[src/sv/nsc_pkg.sv]
// Shared types, character codes and helpers for the NMEA sentence checksum framer.
// Used by the register block, the sentence parser, the top level and the testbench.
`default_nettype none

package nsc_pkg;

  localparam int unsigned TagW   = 40;
  localparam int unsigned CountW = 3;
  localparam int unsigned DataW  = 64;
  localparam int unsigned AddrW  = 4;

  localparam logic [CountW-1:0] TagLen = 3'd5;

  localparam logic [7:0] ChDollar = 8'h24;
  localparam logic [7:0] ChStar   = 8'h2A;
  localparam logic [7:0] ChCr     = 8'h0D;
  localparam logic [7:0] ChZero   = 8'h30;
  localparam logic [7:0] ChNine   = 8'h39;
  localparam logic [7:0] ChUpperA = 8'h41;
  localparam logic [7:0] ChUpperF = 8'h46;
  localparam logic [7:0] AlphaOff = 8'h37;

  localparam logic [TagW-1:0] FirstTagRst  = 40'h474E474741;
  localparam logic [TagW-1:0] SecondTagRst = 40'h474E565447;

  // Register select: bit 3 of the byte address picks one of the two 8-byte slots.
  localparam logic RegFirstTag  = 1'b0;
  localparam logic RegSecondTag = 1'b1;

  localparam logic [1:0] KindOther  = 2'd0;
  localparam logic [1:0] KindFirst  = 2'd1;
  localparam logic [1:0] KindSecond = 2'd2;

  typedef struct packed {
    logic [TagW-1:0] first_tag;
    logic [TagW-1:0] second_tag;
  } tags_t;

  typedef struct packed {
    logic [1:0] sentence_kind;
    logic       star_found;
    logic       checksum_ok;
    logic [7:0] computed_checksum;
  } result_t;

  // Uppercase hex digit decode: {is_digit, nibble}.
  function automatic logic [4:0] hex_nibble(input logic [7:0] c);
    logic [7:0] v;
    v = 8'h00;
    if (c >= ChZero && c <= ChNine) begin
      v = c - ChZero;
      return {1'b1, v[3:0]};
    end
    if (c >= ChUpperA && c <= ChUpperF) begin
      v = c - AlphaOff;
      return {1'b1, v[3:0]};
    end
    return 5'b0_0000;
  endfunction

endpackage

`default_nettype wire

[src/sv/nsc_if.sv]
// Valid/ready channel interfaces for the framer: byte requests in, sentence results out.
`default_nettype none

interface nsc_byte_if;
  logic       valid;
  logic       ready;
  logic [7:0] data_byte;

  modport source (output valid, output data_byte, input ready);
  modport sink   (input valid, input data_byte, output ready);
endinterface

interface nsc_result_if;
  logic       valid;
  logic       ready;
  logic [1:0] sentence_kind;
  logic       star_found;
  logic       checksum_ok;
  logic [7:0] computed_checksum;

  modport source (output valid, output sentence_kind, output star_found,
                  output checksum_ok, output computed_checksum, input ready);
  modport sink   (input valid, input sentence_kind, input star_found,
                  input checksum_ok, input computed_checksum, output ready);
endinterface

`default_nettype wire

[src/sv/nsc_apb_regs.sv]
// APB register block holding the two 5-character sentence tags.
// Depends on nsc_pkg.
`default_nettype none

module nsc_apb_regs (
  input  wire logic                       clk_i,
  input  wire logic                       rst_ni,
  input  wire logic                       psel,
  input  wire logic                       penable,
  input  wire logic                       pwrite,
  input  wire logic [nsc_pkg::AddrW-1:0]  paddr,
  input  wire logic [nsc_pkg::DataW-1:0]  pwdata,
  output logic      [nsc_pkg::DataW-1:0]  prdata,
  output logic                            pready,
  output nsc_pkg::tags_t                  tags_o
);

  logic [nsc_pkg::TagW-1:0] first_q, second_q;
  logic                     wr_en;

  assign pready = 1'b1;
  assign wr_en  = psel && penable && pwrite;

  always_ff @(posedge clk_i or negedge rst_ni) begin
    if (!rst_ni) begin
      first_q  <= nsc_pkg::FirstTagRst;
      second_q <= nsc_pkg::SecondTagRst;
    end else if (wr_en) begin
      if (paddr[3] == nsc_pkg::RegFirstTag) begin
        first_q <= pwdata[nsc_pkg::TagW-1:0];
      end else begin
        second_q <= pwdata[nsc_pkg::TagW-1:0];
      end
    end
  end

  always_comb begin
    prdata = '0;
    if (paddr[3] == nsc_pkg::RegSecondTag) begin
      prdata[nsc_pkg::TagW-1:0] = second_q;
    end else begin
      prdata[nsc_pkg::TagW-1:0] = first_q;
    end
  end

  assign tags_o.first_tag  = first_q;
  assign tags_o.second_tag = second_q;

endmodule

`default_nettype wire

[src/sv/nsc_parser.sv]
// Sentence state: running XOR, star and hex-digit tracking, tag window, and the
// result built on a carriage return. Depends on nsc_pkg.
`default_nettype none

module nsc_parser (
  input  wire logic              clk_i,
  input  wire logic              rst_ni,
  input  wire logic              step_i,
  input  wire logic [7:0]        byte_i,
  input  wire nsc_pkg::tags_t    tags_i,
  output logic                   ends_sentence_o,
  output nsc_pkg::result_t       result_o
);

  logic                              inside_q, inside_d;
  logic [7:0]                        xor_q, xor_d;
  logic                              star_q, star_d;
  logic [1:0]                        hex_cnt_q, hex_cnt_d;
  logic [7:0]                        rx_val_q, rx_val_d;
  logic                              hex_ok_q, hex_ok_d;
  logic [nsc_pkg::TagW-1:0]          shift_q, shift_d;
  logic [nsc_pkg::CountW-1:0]        tcnt_q, tcnt_d;
  logic                              is_dollar, is_cr;
  logic [4:0]                        nib;

  assign is_dollar       = (byte_i == nsc_pkg::ChDollar);
  assign is_cr           = (byte_i == nsc_pkg::ChCr);
  assign nib             = nsc_pkg::hex_nibble(byte_i);
  assign ends_sentence_o = is_cr && inside_q;

  // Result from the state the carriage return finds.
  always_comb begin
    result_o.sentence_kind = nsc_pkg::KindOther;
    if (tcnt_q == nsc_pkg::TagLen) begin
      if (shift_q == tags_i.first_tag) begin
        result_o.sentence_kind = nsc_pkg::KindFirst;
      end else if (shift_q == tags_i.second_tag) begin
        result_o.sentence_kind = nsc_pkg::KindSecond;
      end
    end
    result_o.star_found        = star_q;
    result_o.checksum_ok       = star_q && (hex_cnt_q == 2'd2) && hex_ok_q &&
                                 (rx_val_q == xor_q);
    result_o.computed_checksum = xor_q;
  end

  always_comb begin
    inside_d  = inside_q;
    xor_d     = xor_q;
    star_d    = star_q;
    hex_cnt_d = hex_cnt_q;
    rx_val_d  = rx_val_q;
    hex_ok_d  = hex_ok_q;
    shift_d   = shift_q;
    tcnt_d    = tcnt_q;
    if (is_dollar) begin
      // open or restart: clear all sentence state
      inside_d  = 1'b1;
      xor_d     = '0;
      star_d    = 1'b0;
      hex_cnt_d = '0;
      rx_val_d  = '0;
      hex_ok_d  = 1'b1;
      shift_d   = '0;
      tcnt_d    = '0;
    end else if (is_cr) begin
      inside_d = 1'b0;
    end else if (inside_q) begin
      if (tcnt_q < nsc_pkg::TagLen) begin
        shift_d = {shift_q[nsc_pkg::TagW-9:0], byte_i};
        tcnt_d  = tcnt_q + 3'd1;
      end
      if (!star_q) begin
        if (byte_i == nsc_pkg::ChStar) begin
          star_d = 1'b1;
        end else begin
          xor_d = xor_q ^ byte_i;
        end
      end else if (hex_cnt_q < 2'd2) begin
        if (!nib[4]) begin
          hex_ok_d = 1'b0;
        end
        rx_val_d  = {rx_val_q[3:0], nib[3:0]};
        hex_cnt_d = hex_cnt_q + 2'd1;
      end
    end
  end

  always_ff @(posedge clk_i or negedge rst_ni) begin
    if (!rst_ni) begin
      inside_q  <= 1'b0;
      xor_q     <= '0;
      star_q    <= 1'b0;
      hex_cnt_q <= '0;
      rx_val_q  <= '0;
      hex_ok_q  <= 1'b1;
      shift_q   <= '0;
      tcnt_q    <= '0;
    end else if (step_i) begin
      inside_q  <= inside_d;
      xor_q     <= xor_d;
      star_q    <= star_d;
      hex_cnt_q <= hex_cnt_d;
      rx_val_q  <= rx_val_d;
      hex_ok_q  <= hex_ok_d;
      shift_q   <= shift_d;
      tcnt_q    <= tcnt_d;
    end
  end

endmodule

`default_nettype wire

[src/sv/nmea_sentence_checksum_framer_top.sv]
// NMEA sentence checksum framer: byte register, sentence parser, result register.
// A carriage return's result passes through the byte register, then the result register.
// Throughput: one byte per cycle; the byte register stalls only while it holds a sentence-ending CR and a result waits.
// Reset (rst_ni, async low): sentence state cleared, tags back to GNGGA and GNVTG.
// Depends on nsc_pkg, nsc_if, nsc_apb_regs and nsc_parser.
`default_nettype none

module nmea_sentence_checksum_framer_top (
  input  wire logic                       clk_i,
  input  wire logic                       rst_ni,
  nsc_byte_if.sink                        byte_i,
  nsc_result_if.source                    result_o,
  input  wire logic                       psel,
  input  wire logic                       penable,
  input  wire logic                       pwrite,
  input  wire logic [nsc_pkg::AddrW-1:0]  paddr,
  input  wire logic [nsc_pkg::DataW-1:0]  pwdata,
  output logic      [nsc_pkg::DataW-1:0]  prdata,
  output logic                            pready
);

  nsc_pkg::tags_t   tags;
  nsc_pkg::result_t res, out_q;
  logic             s_valid_q;
  logic [7:0]       s_byte_q;
  logic             out_valid_q;
  logic             ends_sentence, out_free, s_go, step;

  nsc_apb_regs u_regs (
    .clk_i   (clk_i),
    .rst_ni  (rst_ni),
    .psel    (psel),
    .penable (penable),
    .pwrite  (pwrite),
    .paddr   (paddr),
    .pwdata  (pwdata),
    .prdata  (prdata),
    .pready  (pready),
    .tags_o  (tags)
  );

  nsc_parser u_parser (
    .clk_i           (clk_i),
    .rst_ni          (rst_ni),
    .step_i          (step),
    .byte_i          (s_byte_q),
    .tags_i          (tags),
    .ends_sentence_o (ends_sentence),
    .result_o        (res)
  );

  // Hold the byte only when it produces a result and the result slot is full.
  assign out_free     = !out_valid_q || result_o.ready;
  assign s_go         = !ends_sentence || out_free;
  assign step         = s_valid_q && s_go;
  assign byte_i.ready = !s_valid_q || s_go;

  always_ff @(posedge clk_i or negedge rst_ni) begin
    if (!rst_ni) begin
      s_valid_q <= 1'b0;
    end else if (byte_i.ready) begin
      s_valid_q <= byte_i.valid;
    end
  end

  always_ff @(posedge clk_i) begin
    if (byte_i.ready && byte_i.valid) begin
      s_byte_q <= byte_i.data_byte;
    end
  end

  always_ff @(posedge clk_i or negedge rst_ni) begin
    if (!rst_ni) begin
      out_valid_q <= 1'b0;
    end else if (out_free) begin
      out_valid_q <= step && ends_sentence;
    end
  end

  always_ff @(posedge clk_i) begin
    if (out_free && step && ends_sentence) begin
      out_q <= res;
    end
  end

  assign result_o.valid             = out_valid_q;
  assign result_o.sentence_kind     = out_q.sentence_kind;
  assign result_o.star_found        = out_q.star_found;
  assign result_o.checksum_ok       = out_q.checksum_ok;
  assign result_o.computed_checksum = out_q.computed_checksum;

endmodule

`default_nettype wire

[src/flat_wrapper.sv]
// flat-port wrapper written by rule: the top's interface ports become plain ports
module nmea_sentence_checksum_framer_top_flat 
  (clk_i, rst_ni, psel, penable, pwrite, paddr, pwdata, prdata, pready, byte_i_valid, byte_i_data_byte, byte_i_ready, result_o_valid, result_o_sentence_kind, result_o_star_found, result_o_checksum_ok, result_o_computed_checksum, result_o_ready);
  nsc_byte_if byte_i_i ();
  nsc_result_if result_o_i ();
  input  wire logic clk_i;
  input  wire logic rst_ni;
  input  wire logic psel;
  input  wire logic penable;
  input  wire logic pwrite;
  input  wire logic [nsc_pkg::AddrW-1:0] paddr;
  input  wire logic [nsc_pkg::DataW-1:0] pwdata;
  output logic      [nsc_pkg::DataW-1:0] prdata;
  output logic pready;
  input wire logic [$bits(byte_i_i.valid)-1:0] byte_i_valid;
  input wire logic [$bits(byte_i_i.data_byte)-1:0] byte_i_data_byte;
  output wire logic [$bits(byte_i_i.ready)-1:0] byte_i_ready;
  output wire logic [$bits(result_o_i.valid)-1:0] result_o_valid;
  output wire logic [$bits(result_o_i.sentence_kind)-1:0] result_o_sentence_kind;
  output wire logic [$bits(result_o_i.star_found)-1:0] result_o_star_found;
  output wire logic [$bits(result_o_i.checksum_ok)-1:0] result_o_checksum_ok;
  output wire logic [$bits(result_o_i.computed_checksum)-1:0] result_o_computed_checksum;
  input wire logic [$bits(result_o_i.ready)-1:0] result_o_ready;
  assign byte_i_i.valid = byte_i_valid;
  assign byte_i_i.data_byte = byte_i_data_byte;
  assign byte_i_ready = byte_i_i.ready;
  assign result_o_valid = result_o_i.valid;
  assign result_o_sentence_kind = result_o_i.sentence_kind;
  assign result_o_star_found = result_o_i.star_found;
  assign result_o_checksum_ok = result_o_i.checksum_ok;
  assign result_o_computed_checksum = result_o_i.computed_checksum;
  assign result_o_i.ready = result_o_ready;
  nmea_sentence_checksum_framer_top u_core (.clk_i(clk_i), .rst_ni(rst_ni), .byte_i(byte_i_i), .result_o(result_o_i), .psel(psel), .penable(penable), .pwrite(pwrite), .paddr(paddr), .pwdata(pwdata), .prdata(prdata), .pready(pready));
endmodule
[config.mk]
export PLATFORM = sky130hd
export DESIGN_NAME = nmea_sentence_checksum_framer_top_flat
export DESIGN_NICKNAME = d
export VERILOG_FILES = /design/src/sv/nsc_pkg.sv /design/src/sv/nsc_if.sv /design/src/sv/nsc_apb_regs.sv /design/src/sv/nsc_parser.sv /design/src/sv/nmea_sentence_checksum_framer_top.sv /design/src/flat_wrapper.sv
export SDC_FILE = /design/constraint.sdc
export NUM_CORES = 1
export LEC_CHECK = 0
export ABC_AREA = 1
export ABC_CLOCK_PERIOD_IN_PS = 4300
export BUFFER_PORTS_ARGS = -buffer_cell sky130_fd_sc_hd__buf_2
export CORE_UTILIZATION = 61
export DETAILED_ROUTE_END_ITERATION = 7
export GPL_TIMING_DRIVEN = 0
export PLACE_DENSITY = 0.9
export SYNTH_ARGS = -nofsm -noshare
export SYNTH_HDL_FRONTEND = slang
export SYNTH_SLANG_ARGS = --single-unit
[constraint.sdc]
create_clock -name clk_i -period 4.3 [get_ports clk_i]
set_clock_uncertainty 0.1 [all_clocks]
set_input_delay 0.645 -clock clk_i [delete_from_list [all_inputs] [get_ports clk_i]]
set_output_delay 0.645 -clock clk_i [all_outputs]
set_load 0.05 [all_outputs]
**Yosys cells after proc, flatten, opt, wreduce, memory -nomap -nowiden**

Index checks and enable logic that the tools add are counted.

- Logic and storage cells: 122
- Bits in read-only memories: 0
- Latch bits: 0
- Memories kept: 0
- Output and inout bits: 79
- RAM bits: 0
- Input bits: 83
- Register bits: 166

- $lt $le $gt $ge: 6
- Add/subtract/negate cells: 4
- Bitwise gates (word level): 3
- Reduce and logical (&&, ||, !) cells: 33
- Equal/unequal tests: 12
- Mux-type cells: 46
- Divide/modulo/power cells: 0
- Multipliers: 0
- Shift-type cells: 0

Operator list:

| kind | number |
|---|---|
| $mux W40 | 5 |
| $eq A40 B40 Y1 | 2 |
| $mux W8 | 10 |
| $mux W5 | 4 |
| $mux W1 | 17 |
| $eq A8 B6 Y1 const B | 2 |
| $logic_and A1 B1 Y1 | 13 |
| $mux W2 | 6 |
| $mux W3 | 4 |
| $reduce_and A5 Y1 | 2 |
| $reduce_bool A2 Y1 | 5 |
| $eq A8 B4 Y1 const B | 1 |
| $eq A8 B8 Y1 | 1 |
| $ge A8 B6 Y1 const B | 1 |
| $ge A8 B7 Y1 const B | 1 |
| $le A8 B6 Y1 const B | 1 |
| $le A8 B7 Y1 const B | 1 |
| $xor A8 B8 Y8 | 1 |
| $ne A2 B2 Y1 const B | 3 |
| $reduce_and A2 Y1 | 3 |
| $reduce_and A6 Y1 | 1 |
| $reduce_and A4 Y1 | 1 |
| $sub A4 B1 Y4 const B | 1 |
| $sub A4 B3 Y4 const B | 1 |
| other kinds (12) | 17 |

**Logic depth before layout (Yosys ltp)**

Gate-level depths: netlist (run 1).

- Word-level depth: 12
- Mapped depth: 12
- Depth with buffers taken out: 11

**Hierarchy**

A second synthesis (run 1) with hierarchy kept.

- Cell total of the unflattened synthesis: 1202
- Area total of the unflattened synthesis: 9167.5 sq um

By module, submodules not included:

| module | seq. area each (sq um) | instances | cells each | area each (sq um) |
|---|---|---|---|---|
| nsc_parser | 1602.8 | 1 | 661 | 4478.0 |
| nsc_apb_regs | 2048.2 | 1 | 506 | 3978.8 |
| nmea_sentence_checksum_framer_top | 650.6 | 1 | 35 | 710.7 |

**Worst setup path before layout (run 1)**

Ideal clock, no wire load.

- Path type: input -> output
- Start: in paddr[3] (netlist name)
- End: out prdata[18] (netlist name)
- Slack: 1.133 ns
- Stages: 5
- Data required time: 3.555 ns
- Path buffers: 3
- Arrival: 2.422 ns
- Cells stage by stage: clkbuf_1 -> inv_1 -> clkbuf_1 -> clkbuf_1 -> o21ai_0

- Longest elaborated chain between the ends: 1

RTL lines:

| item | line | text |
|---|---|---|
| from (decl) | flat_wrapper.sv:11 | `input wire logic [nsc_pkg::AddrW-1:0] paddr;` |
| $mux W40 | nsc_apb_regs.sv:39 | `if (paddr[3] == nsc_pkg::RegSecondTag) begin` |
| to (decl) | flat_wrapper.sv:13 | `output logic [nsc_pkg::DataW-1:0] prdata;` |

No other way between the ends.

**Final worst setup path (run 1)**

- Start: in paddr[3] (netlist name)
- End: out prdata[0] (netlist name)

The elaborated chain is that of the path after synthesis.

==> results of run 1 <==
## layer usage
metal	up-vias	routed length, um	track usage (%)
met2	568	11100	53.5
met4	0	822	13.9
met5	-	0	0
li1	3828	-	-
met1	3871	9800	46.7
met3	87	2840	9.43
## state kept, by name, summed over array words and instances, names as in the netlist, 2 cells and up
| register | count |
|---|---|
| u_core.u_parser.shift_q | 40 |
| u_core.s_byte_q | 8 |
| u_core.result_o.sentence_kind | 2 |
| u_core.u_parser.hex_cnt_q | 2 |
| u_core.u_parser.tcnt_q | 3 |
| u_core.u_parser.xor_q | 8 |
| u_core.u_parser.rx_val_q | 8 |
| u_core.u_regs.first_q | 40 |
| u_core.u_regs.second_q | 40 |
| u_core.result_o.computed_checksum | 8 |
## layout by cell type (no fill, tap or decap), types with 3 or more instances in the layout
cell type,instances
nand4_1,4
nor3_1,3
buf_2,109
nand2_2,4
clkinv_4,3
dfrtp_1,108
conb_1,25
nor2_1,58
clkbuf_1,33
buf_6,8
edfxtp_1,20
o21ai_1,38
nand2_1,424
or2_2,4
xnor2_1,17
xor2_1,25
ha_1,7
o21ai_2,12
nand3_1,21
inv_1,155
clkinv_2,3
dfstp_2,38
buf_4,28
o21ai_0,133
clkbuf_16,18
## worst max path at each step
stage          startpoint                        end  cells after the start
6_report         paddr[3]                  prdata[0]                      7
5_1_grt          paddr[3]                  prdata[0]                      7
4_1_cts          paddr[3]                  prdata[0]                      7
3_5_place_dp     paddr[3]                  prdata[0]                      7
3_3_place_gp       rst_ni  u_core.u_regs.second_q[7]                      1
2_1_floorplan    paddr[3]                 prdata[18]                      5
## cell type report
cell class	instances	area, sq um
plain buffers	68	415
fillers	1029	3700
well taps	180	225
repair buffers	109	574
clock buffers	22	485
flip-flops and latches	166	4300
clock inverters	10	95.1
inverters	156	586
multi-input cells	792	3660
## power groups by stage
stage | clock network (mW) | logic (mW) | registers, mW
global placement | 0 | 1.48 | 2.26
detailed placement | 0 | 1.54 | 2.28
floorplan | 0 | 1.18 | 2.15
global route | 1.58 | 1.75 | 2.30
finish | 1.50 | 1.59 | 2.28
CTS | 1.50 | 1.56 | 2.26
## kinds of logic (layout without fill, tap and decap cells)
kind of cell	after synthesis	after routing	synth area share, %
compound gates	192	192	11.6
xor+xnor	42	42	4.14
fa+ha+maj	7	7	0.987
buf+inv	224	365	11.3
flops	166	166	48.5
other cells	2	25	0.0846
simple gates	526	526	23.4
## through the flow
stage	worst slack, ns	instance area, sq um	hold slack (ns)	util (%)	instances
after global routing	0.715	10300	0.152	73.7	1503
after floorplan	1.13	8960	0.249	-	1182
final	0.783	10300	0.107	73.7	1503
after global placement	0.535	9730	0.351	69.3	1470
after detailed placement	0.915	9760	0.360	69.5	1471
after CTS	0.892	10300	0.123	73.7	1503
==> flow_summary.rst, run 1 <==
.. list-table::
   :header-rows: 1

   * - Metric
     - Value
   * - Endpoint of the most critical register-to-register path
     - u_core.result_o.computed_checksum[3]
   * - Initial core utilization
     - 63.2%
   * - Transition time at the pin with the least slew margin
     - 0.987 ns
   * - Buffering stage count on the worst path with inverters included
     - 5
   * - Initial DRC count
     - 1066
   * - Crit path required time
     - 3.56 ns
   * - Post-synth top flop
     - dfrtp_1
   * - Launch instance of the worst register-to-register path
     - u_core.s_byte_q[1]
   * - CTS buffer count
     - 17
   * - Maximum number of pins on one net before global-route repair
     - 77
   * - Root buf cell
     - clkbuf_16
   * - Worst-path cell chain
     - clkbuf_1, inv_1, clkbuf_1, clkbuf_1, nand2_1, o21ai_0, buf_2
   * - Htree depth
     - 4
   * - Register-to-Register Setup Slack
     - 1.76 ns
   * - Total detailed-routing wirelength
     - 24600 um
   * - Top cell by count, worst path
     - clkbuf_1
   * - Leading post-synthesis cells by cell area
     - dfrtp_1 30%, nand2_1 18%, dfstp_2 11%
   * - Cell with the most instances after synthesis
     - nand2_1
   * - Clock network power share
     - 28.0%
   * - Static leakage power
     - 5.32 nW
   * - Max-slew violation total from the final report
     - 0
   * - Max incr delay on CP
     - 0.65 ns
   * - Total die area
     - 15000 sq um
   * - Share of the yosys chip area belonging to registers
     - 48.5%
   * - Rel. slew slack
     - 33.9%
   * - Path depth of the worst reg2reg path
     - 6
   * - Global placer's final weighted congestion
     - 0.978
   * - Setup total negative slack
     - 0 ns
   * - Cts repair resizes
     - 0
   * - Detailed-route DRC error count
     - 0
   * - Clock tree buffer depth
     - 2
   * - Top cell family by delay on the critical path
     - buffers and inverters
   * - Startpoint type of the worst setup path
     - primary input
   * - Synth Register Bits
     - 166
   * - Worst vdd rail ir drop
     - 0.382 mV
   * - First-pass iteration count of the detailed router
     - 6
   * - Number of I/O pins
     - 162
   * - Number of vias per cell
     - 5.56
   * - Post-CTS Hold Fix Bufs
     - 0
   * - Achievable Freq
     - 0.284 GHz
   * - Die height
     - 123 um
   * - Library cell with the largest summed area after synthesis
     - dfrtp_1
   * - WS Path Type
     - primary input to primary output
   * - Share of post-route cells with drive strength above 1
     - 18.4%
   * - Number of instances in the synthesized netlist
     - 1159
   * - Logic gate share of total power
     - 29.6%
   * - Unrepaired setup endpoints after global routing
     - no
   * - Final antenna-violating net count
     - 0
   * - Antenna diode count
     - 0
   * - Total half-perimeter wirelength after legalization and detailed placement
     - 17700 um
   * - Gr ovfl total
     - 0
   * - Library cell contributing the largest single delay on the critical path
     - clkbuf_1
   * - Sw Ratio
     - 38.4%
   * - Number of flops mapped to enable cells by yosys
     - 20
   * - Total setup buffers inserted after CTS
     - 0
   * - Total vias in the final route
     - 8354
   * - WL per Instance
     - 16.4 um
   * - Vias in the first global route
     - 7663
   * - Count of input and output buffers
     - 108
   * - Number of max-cap violations
     - 0
   * - Pwr Total
     - 5.37 mW
   * - Initial antenna violation count
     - 0
   * - CTS sink count
     - 166
   * - Seq pwr share
     - 42.4%
   * - Overall global routing resource usage
     - 34.8%
   * - Post-synthesis instance area
     - 8880 sq um
   * - Distinct cell type count after synthesis
     - 35
   * - First-pass GRT wire length
     - 38700 um
   * - Final setup violating endpoints
     - 0
   * - Core ar.
     - 14000 sq um
   * - Final-stage net count
     - 1400
   * - Die X
     - 123 um
   * - Share of flip-flops with an asynchronous set or reset
     - 88.0%
   * - Final critical-path share of the clock period
     - 81.8%
   * - Final hold violation count
     - 0
   * - Max FO, Critical Path
     - 10
   * - Syn. warnings
     - 0
   * - Internal power
     - 3.30 mW
   * - Final critical delay including setup and external delays
     - 3.52 ns
   * - Area growth from synthesis to layout
     - 16.5%
   * - Avg Cell Area, Syn
     - 7.66 sq um
   * - Net switching power figure
     - 2.06 mW
   * - Worst Setup End Kind
     - primary output
   * - Arr. time, crit path
     - 2.77 ns
   * - Clock-pin slew on the worst setup and hold paths
     - 0.07 ns
   * - Site Rows
     - 43
   * - Result of the run
     - complete, no violations
   * - Later-pin clock latency in the skew report
     - 0.44 ns
   * - Min-delay worst type
     - primary input to asynchronous set/reset pin
   * - Fraction of synthesized cell area taken by the top area cell type
     - 30.4%
   * - Most numerous cell types in the synthesized netlist
     - 424 x nand2_1, 155 x inv_1, 133 x o21ai_0
   * - Total power per unit cell area
     - 519 nW/um^2
   * - CTS tree
     - done
Note: power is estimated with default switching activity, not from simulation.
==> inputs of run 2 (changes only) <==
Settings changed: ABC_AREA 1 to 0, ABC_CLOCK_PERIOD_IN_PS 4300 to 3400, CORE_UTILIZATION 61 to 55, PLACE_DENSITY 0.9 to 0.84.
Clock period 4.3 ns to 3.4 ns, I/O delays scaled along.
==> flow_summary.rst, run 2 <==
.. list-table::
   :header-rows: 1

   * - Metric
     - Value
   * - Maximum number of pins on one net before global-route repair
     - 101 (+31%)
   * - Multi-input gate area in the final layout
     - 3570 sq um (-2.5%)
   * - Rel. slew slack
     - 25.5% (-8.4 points)
   * - Post-synthesis instance area
     - 8150 sq um (-8.2%)
   * - Max FO, Critical Path
     - 6 (-4)
   * - Worst vdd rail ir drop
     - 0.424 mV (+11%)
   * - Fraction of the mapped netlist area in simple logic gates
     - 6.56% (-17 points)
   * - Endpoint of the most critical register-to-register path
     - u_core.result_o.checksum_ok
   * - Overall global routing resource usage
     - 27.1% (-7.7 points)
   * - Number of instances in the synthesized netlist
     - 624 (-46%)
   * - Total die area
     - 15300 sq um (+1.8%)
   * - Post-CTS Hold Fix Bufs
     - 1 (+1)
   * - Worst Setup End Kind
     - primary output
   * - Total power per unit cell area
     - 686 nW/um^2 (+32%)
   * - Final setup violating endpoints
     - 0 (unchanged)
   * - WL per Instance
     - 20.0 um (+23%)
   * - Later-pin clock latency in the skew report
     - 0.43 ns (about the same)
   * - Die X
     - 124 um (+0.87%)
   * - Crit path required time
     - 2.79 ns (-0.77 ns)
   * - Most frequent standard cell in the layout excluding fill and tap cells
     - mux2_2
   * - Number of vias per cell
     - 5.71 (+2.8%)
   * - Cell with the most instances after synthesis
     - mux2_2
   * - Initial core utilization
     - 56.3% (-7.0 points)
   * - Most numerous cell types in the synthesized netlist
     - 126 x mux2_2, 108 x dfrtp_1, 46 x xor2_1
   * - Transition time at the pin with the least slew margin
     - 1.11 ns (+0.126 ns)
   * - Count of input and output buffers
     - 108 (unchanged)
   * - Leading post-synthesis cells by cell area
     - dfrtp_1 33%, mux2_2 17%, dfstp_2 12%
   * - Global placer's final weighted congestion
     - 0.883 (-9.7%)
   * - Min-delay worst type
     - primary input to flop
   * - Library cell with the largest summed area after synthesis
     - dfrtp_1
   * - Detailed-route DRC error count
     - 0 (unchanged)
   * - Fill count
     - 1038 (+0.87%)
   * - Area growth from synthesis to layout
     - 18.3%
   * - Arr. time, crit path
     - 2.44 ns (-0.33 ns)
   * - Filler-free cell count of the finished design
     - 973 (-35%)
   * - First-pass GRT wire length
     - 30200 um (-22%)
   * - Area share of xor/xnor cells in the synthesized design
     - 9.78% (+5.6 points)
   * - # placed instances
     - 940 (-36%)
   * - Unrepaired setup endpoints after global routing
     - no
   * - Gr ovfl total
     - 0 (unchanged)
   * - Result of the run
     - complete, no violations
   * - Final-stage net count
     - 866 (-38%)
   * - Htree depth
     - 4 (unchanged)
   * - Top Registers
     - u_core.u_parser.shift_q (40), u_core.u_regs.first_q (40), u_core.u_regs.second_q (40)
   * - WS Path Type
     - flop to primary output
   * - CTS sink count
     - 166 (unchanged)
   * - Initial DRC count
     - 431 (-60%)
   * - Multiplexer share of the synthesized area
     - 18.5% (+18 points)
   * - Register area
     - 4300 sq um (unchanged)
   * - Final critical delay including setup and external delays
     - 3.05 ns
   * - Register-to-Register Setup Slack
     - 0.59 ns (-1.17 ns)
   * - Root buf cell
     - clkbuf_16
   * - Total vias in the final route
     - 5557 (-33%)
   * - Start point of the critical path
     - u_core.s_byte_q[6]
   * - Achievable Freq
     - 0.328 GHz
   * - Fraction of synthesized cell area taken by the top area cell type
     - 33.2% (+2.7 points)
   * - Cts repair resizes
     - 0 (unchanged)
   * - Launch instance of the worst register-to-register path
     - u_core.s_byte_q[6]
   * - Share of flip-flops with an asynchronous set or reset
     - 88.0% (unchanged)
   * - Syn. warnings
     - 0 (unchanged)
   * - Combinational family with the most area after synthesis
     - multiplexers
   * - Pwr Total
     - 6.61 mW (+23%)
   * - Max-slew violation total from the final report
     - 0 (unchanged)
   * - Avg Cell Area, Syn
     - 13.1 sq um (+70%)
   * - Share of the yosys chip area belonging to registers
     - 52.8% (+4.3 points)
   * - Total half-perimeter wirelength after legalization and detailed placement
     - 14400 um (-19%)
   * - Startpoint type of the worst setup path
     - flop
   * - Setup total negative slack
     - 0 ns (unchanged)
   * - Synth Register Bits
     - 166 (unchanged)
   * - Final Instance Area
     - 9640 sq um (-6.8%)
   * - Static leakage power
     - 4.45 nW (-16%)
   * - Core ar.
     - 14500 sq um (+3.1%)
   * - First-pass iteration count of the detailed router
     - 5 (-1)
   * - Number of I/O pins
     - 162 (unchanged)
   * - Number of flops mapped to enable cells by yosys
     - 20 (unchanged)
   * - Clock tree buffer depth
     - 2 (unchanged)
   * - Total setup buffers inserted after CTS
     - 0 (unchanged)
   * - Antenna diode count
     - 0 (unchanged)
   * - Area of placed instances
     - 9040 sq um (-7.4%)
   * - CTS buffer count
     - 17 (unchanged)
   * - Final hold violation count
     - 0 (unchanged)
   * - Post-synthesis compound-gate area fraction
     - 6.76% (-4.9 points)
   * - Number of max-cap violations
     - 0 (unchanged)
   * - Final antenna-violating net count
     - 0 (unchanged)
   * - Distinct cell type count after synthesis
     - 50 (+43%)
   * - Path depth of the worst reg2reg path
     - 4 (-2)
   * - CTS tree
     - done
   * - Die height
     - 124 um (+0.87%)
   * - Site Rows
     - 44 (+2.3%)
   * - Total detailed-routing wirelength
     - 19500 um (-21%)
   * - Vias in the first global route
     - 5666 (-26%)
   * - Post-synth top flop
     - dfrtp_1
   * - Commonest cells after routing, fill and taps aside
     - 126 x mux2_2, 109 x buf_2, 108 x dfrtp_1
   * - Endpoint of the worst setup timing path
     - byte_i_ready
   * - Share of post-route cells with drive strength above 1
     - 43.7% (+25 points)
   * - Clock-pin slew on the worst setup and hold paths
     - 0.07 ns (about the same)
   * - Adder-cell area share of the yosys netlist
     - 1.08% (+0.089 points)
   * - Initial antenna violation count
     - 0 (unchanged)
   * - Final critical-path share of the clock period
     - 89.7%
[run 2: cell count changes after synthesis, moves of 11 or more]
| cell | delta |
|---|---|
| nand2_1 | -396 |
| inv_1 | -146 |
| mux2_2 | +126 |
| o21ai_0 | -119 |
| nor2_1 | -54 |
| o21ai_1 | -38 |
| a22o_1 | +37 |
| xnor2_1 | +28 |
| clkbuf_1 | -24 |
| xor2_1 | +21 |
| nor4_1 | +12 |
| buf_1 | +11 |
| nand4_1 | +11 |
| o21ai_2 | -11 |
[run 2: worst min path at each step]
stage                     slack, ns  cells after the start                           to                      from
after floorplan                0.11                      0        u_core.result_o.valid                    rst_ni
after global placement         0.37                      2     u_core.u_parser.hex_ok_q  u_core.u_parser.hex_ok_q
after detailed placement       0.37                      1  u_core.u_parser.shift_q[32]                    rst_ni
after CTS                      0.14                      1           u_core.s_byte_q[7]       byte_i_data_byte[7]
after global routing           0.14                      1           u_core.s_byte_q[0]       byte_i_data_byte[0]
final                          0.15                      1           u_core.s_byte_q[7]       byte_i_data_byte[7]
[run 2: layout make-up]
cell class / instances / area share (%)
plain buffers: 51 / 3.41
flip-flops and latches: 166 / 44.6
inverters: 9 / 0.351
multi-input cells: 421 / 37.0
well taps: 184 / 2.39
clock inverters: 13 / 1.64
repair buffers: 110 / 6.06
clock buffers: 19 / 4.49
[run 2: metrics by stage]
| step | hold slack, ns | utilization (%) | worst slack, ns |
|---|---|---|---|
| after floorplan | 0.114 | - | 0.999 |
| after global placement | 0.369 | 62.2 | -0.160 |
| after detailed placement | 0.374 | 62.4 | 0.568 |
| after CTS | 0.138 | 66.6 | 0.323 |
| after global routing | 0.138 | 66.6 | 0.138 |
| final | 0.149 | 66.6 | 0.349 |
[run 2: worst max-delay path, cell delays in order (launching register included)]
cell and delay [ns]:
edfxtp_1 0.53, or4_4 0.64, nor2_1 0.17, nand2_1 0.12
nor3_1 0.28, inv_1 0.06, buf_2 0.21
[run 2: cell families (layout without fill, tap and decap cells)]
kind of cell	count (synthesis)	in the layout
buffers and inverters	60	202
other	2	25
AND/OR/NAND/NOR	94	94
adder cells (fa/ha/maj)	7	7
AO/OA/AOI/OAI	70	70
flip-flops	166	166
XOR/XNOR	91	91
multiplexers	134	134
[run 2: routing by layer]
metal  part of all wire, %  vias to the layer above  wire length (um)  GRT usage, %
met4                   1.9                        0               369          8.13
met2                    53                      190             10300          47.9
met1                    40                     2844              7880          33.0
met3                   5.1                       30               989          5.95
li1                      -                     2493                 -             -
met5                     0                        -                 0             0
[run 2: power by group]
group          switching, mW  internal [mW]  total (mW)  leakage, nW
registers              0.436           2.44        2.87         2.00
clock network          0.777           1.15        1.93        0.287
logic                   1.05          0.756        1.81         2.16
==> inputs of run 3 (changes only) <==
Settings changed: PLACE_DENSITY 0.84 to not set, PLACE_DENSITY_LB_ADDON set to 0.15.
==> flow_summary.rst, run 3 (synthesized netlist as in run 2, its figures left out) <==
.. list-table::
   :header-rows: 1

   * - Metric
     - Value
   * - Root buf cell
     - clkbuf_16
   * - Count of input and output buffers
     - 108 (unchanged)
   * - Pwr Total
     - 6.44 mW (-2.6%)
   * - Core ar.
     - 14500 sq um (unchanged)
   * - Clock-pin slew on the worst setup and hold paths
     - 0.06 ns (about the same)
   * - Start point of the critical path
     - u_core.s_byte_q[6]
   * - Initial antenna violation count
     - 0 (unchanged)
   * - Unrepaired setup endpoints after global routing
     - no
   * - Most frequent standard cell in the layout excluding fill and tap cells
     - mux2_2
   * - Site Rows
     - 44 (unchanged)
   * - Die height
     - 124 um (unchanged)
   * - Final Instance Area
     - 9590 sq um (-0.47%)
   * - Initial DRC count
     - 337 (-22%)
   * - Fill count
     - 1107 (+6.6%)
   * - Initial core utilization
     - 56.3% (unchanged)
   * - # placed instances
     - 940 (unchanged)
   * - Total detailed-routing wirelength
     - 19400 um (-0.33%)
   * - Die X
     - 124 um (unchanged)
   * - Final critical-path share of the clock period
     - 88.9% (-0.80 points)
   * - Crit path required time
     - 2.79 ns (about the same)
   * - Global placer's final weighted congestion
     - 0.896 (+1.5%)
   * - Static leakage power
     - 4.44 nW (-0.26%)
   * - Share of post-route cells with drive strength above 1
     - 44.0% (+0.25 points)
   * - WL per Instance
     - 20.0 um (-0.33%)
   * - Detailed-route DRC error count
     - 0 (unchanged)
   * - Final antenna-violating net count
     - 0 (unchanged)
   * - Transition time at the pin with the least slew margin
     - 1.17 ns (+0.0532 ns)
   * - Top Registers
     - u_core.u_parser.shift_q (40), u_core.u_regs.first_q (40), u_core.u_regs.second_q (40)
   * - Number of max-cap violations
     - 0 (unchanged)
   * - Total power per unit cell area
     - 671 nW/um^2 (-2.1%)
   * - Later-pin clock latency in the skew report
     - 0.42 ns (about the same)
   * - Hold_ws
     - 0.165 ns (+0.0165 ns)
   * - Gr ovfl total
     - 0 (unchanged)
   * - Cts repair resizes
     - 0 (unchanged)
   * - Area growth from synthesis to layout
     - 17.8%
   * - CTS tree
     - done
   * - Rel. slew slack
     - 21.9% (-3.6 points)
   * - Register-to-Register Setup Slack
     - 0.58 ns (about the same)
   * - Library cell contributing the largest single delay on the critical path
     - or4_4
   * - Max incr delay on CP
     - 0.63 ns (about the same)
   * - First-pass iteration count of the detailed router
     - 4 (-1)
   * - CTS sink count
     - 166 (unchanged)
   * - Worst vdd rail ir drop
     - 0.414 mV (-2.4%)
   * - Max-slew violation total from the final report
     - 0 (unchanged)
   * - Hold Path Origin
     - byte_i_data_byte[2]
   * - Post-CTS Hold Fix Bufs
     - 1 (unchanged)
   * - Antenna diode count
     - 0 (unchanged)
   * - Arr. time, crit path
     - 2.41 ns (-0.03 ns)
   * - Startpoint type of the worst setup path
     - flop
   * - Final setup violating endpoints
     - 0 (unchanged)
   * - Achievable Freq
     - 0.331 GHz (+0.90%)
   * - Maximum number of pins on one net before global-route repair
     - 87 (-14%)
   * - Total setup buffers inserted after CTS
     - 0 (unchanged)
   * - Number of vias per cell
     - 5.55 (-2.7%)
   * - Area of placed instances
     - 9040 sq um (unchanged)
   * - CTS buffer count
     - 17 (unchanged)
   * - Overall global routing resource usage
     - 27.2% (+0.10 points)
   * - Number of I/O pins
     - 162 (unchanged)
   * - Min-delay worst type
     - primary input to flop
   * - Result of the run
     - complete, no violations
   * - Clock tree buffer depth
     - 2 (unchanged)
   * - Worst Setup End Kind
     - primary output
   * - Worst-path cell chain
     - or4_4, nor2_1, nand2_1, nor3_1, inv_1, buf_2
   * - Vias in the first global route
     - 5487 (-3.2%)
   * - Final hold violation count
     - 0 (unchanged)
   * - Total vias in the final route
     - 5405 (-2.7%)
   * - Final-stage net count
     - 866 (unchanged)
   * - Total half-perimeter wirelength after legalization and detailed placement
     - 14400 um (+0.30%)
   * - Total die area
     - 15300 sq um (unchanged)
   * - Final critical delay including setup and external delays
     - 3.02 ns (-0.0273 ns)
   * - First-pass GRT wire length
     - 30200 um (-0.21%)
   * - Max FO, Critical Path
     - 6 (unchanged)
   * - Commonest cells after routing, fill and taps aside
     - 126 x mux2_2, 109 x buf_2, 108 x dfrtp_1
   * - Filler-free cell count of the finished design
     - 973 (unchanged)
   * - Htree depth
     - 4 (unchanged)
   * - WS Path Type
     - flop to primary output
   * - Launch instance of the worst register-to-register path
     - u_core.s_byte_q[6]
-- run 3: critical path, delay by kind of cell (launching register included) --
family                 cells  cell delay (ns)
and+or+nand+nor            4             1.20
buffers and inverters      2             0.27
DFF                        1             0.52
-- run 3: cell type report --
cell class                 count  area (sq um)  share of cell area (%)
sequential                   166          4300                    44.8
timing repair buffer         110           584                    6.09
clock buffer                  20           467                    4.87
tap                          184           230                    2.40
buffer                        51           329                    3.43
inverter                       9          33.8                   0.352
clock inverter                12          78.8                   0.822
multi-input combinational    421          3570                    37.2
-- run 3: path summary, 6_finish.rpt --
kind                                                   endpoint  cells after the start
min in group asynchronous             u_core.u_regs.first_q[24]                      2
min                                          u_core.s_byte_q[2]                      1
max in group asynchronous              u_core.u_parser.hex_ok_q                      3
min reg2reg                            u_core.u_parser.hex_ok_q                      2
max                                                byte_i_ready                      6
max reg2reg                u_core.result_o.computed_checksum[4]                      4
-- run 3: metal layers --
layer,track usage (%),routed length (um)
met1,35.2,8520
met2,46.6,9770
met3,5.54,864
met4,6.93,286
met5,0,0
-- run 3: power breakdown --
part / switching, mW / total (mW) / internal (mW)
Clock: 0.775 / 1.76 / 0.988
Combinational: 1.05 / 1.81 / 0.756
Sequential: 0.432 / 2.87 / 2.43
-- run 3: stage by stage --
step	utilization, %	worst slack (ns)	setup TNS (ns)
floorplan	-	0.999	0
finish	66.2	0.376	0
global placement	62.2	-0.245	-25.39
global route	66.2	0.127	0
CTS	66.2	0.365	0
detailed placement	62.4	0.566	0
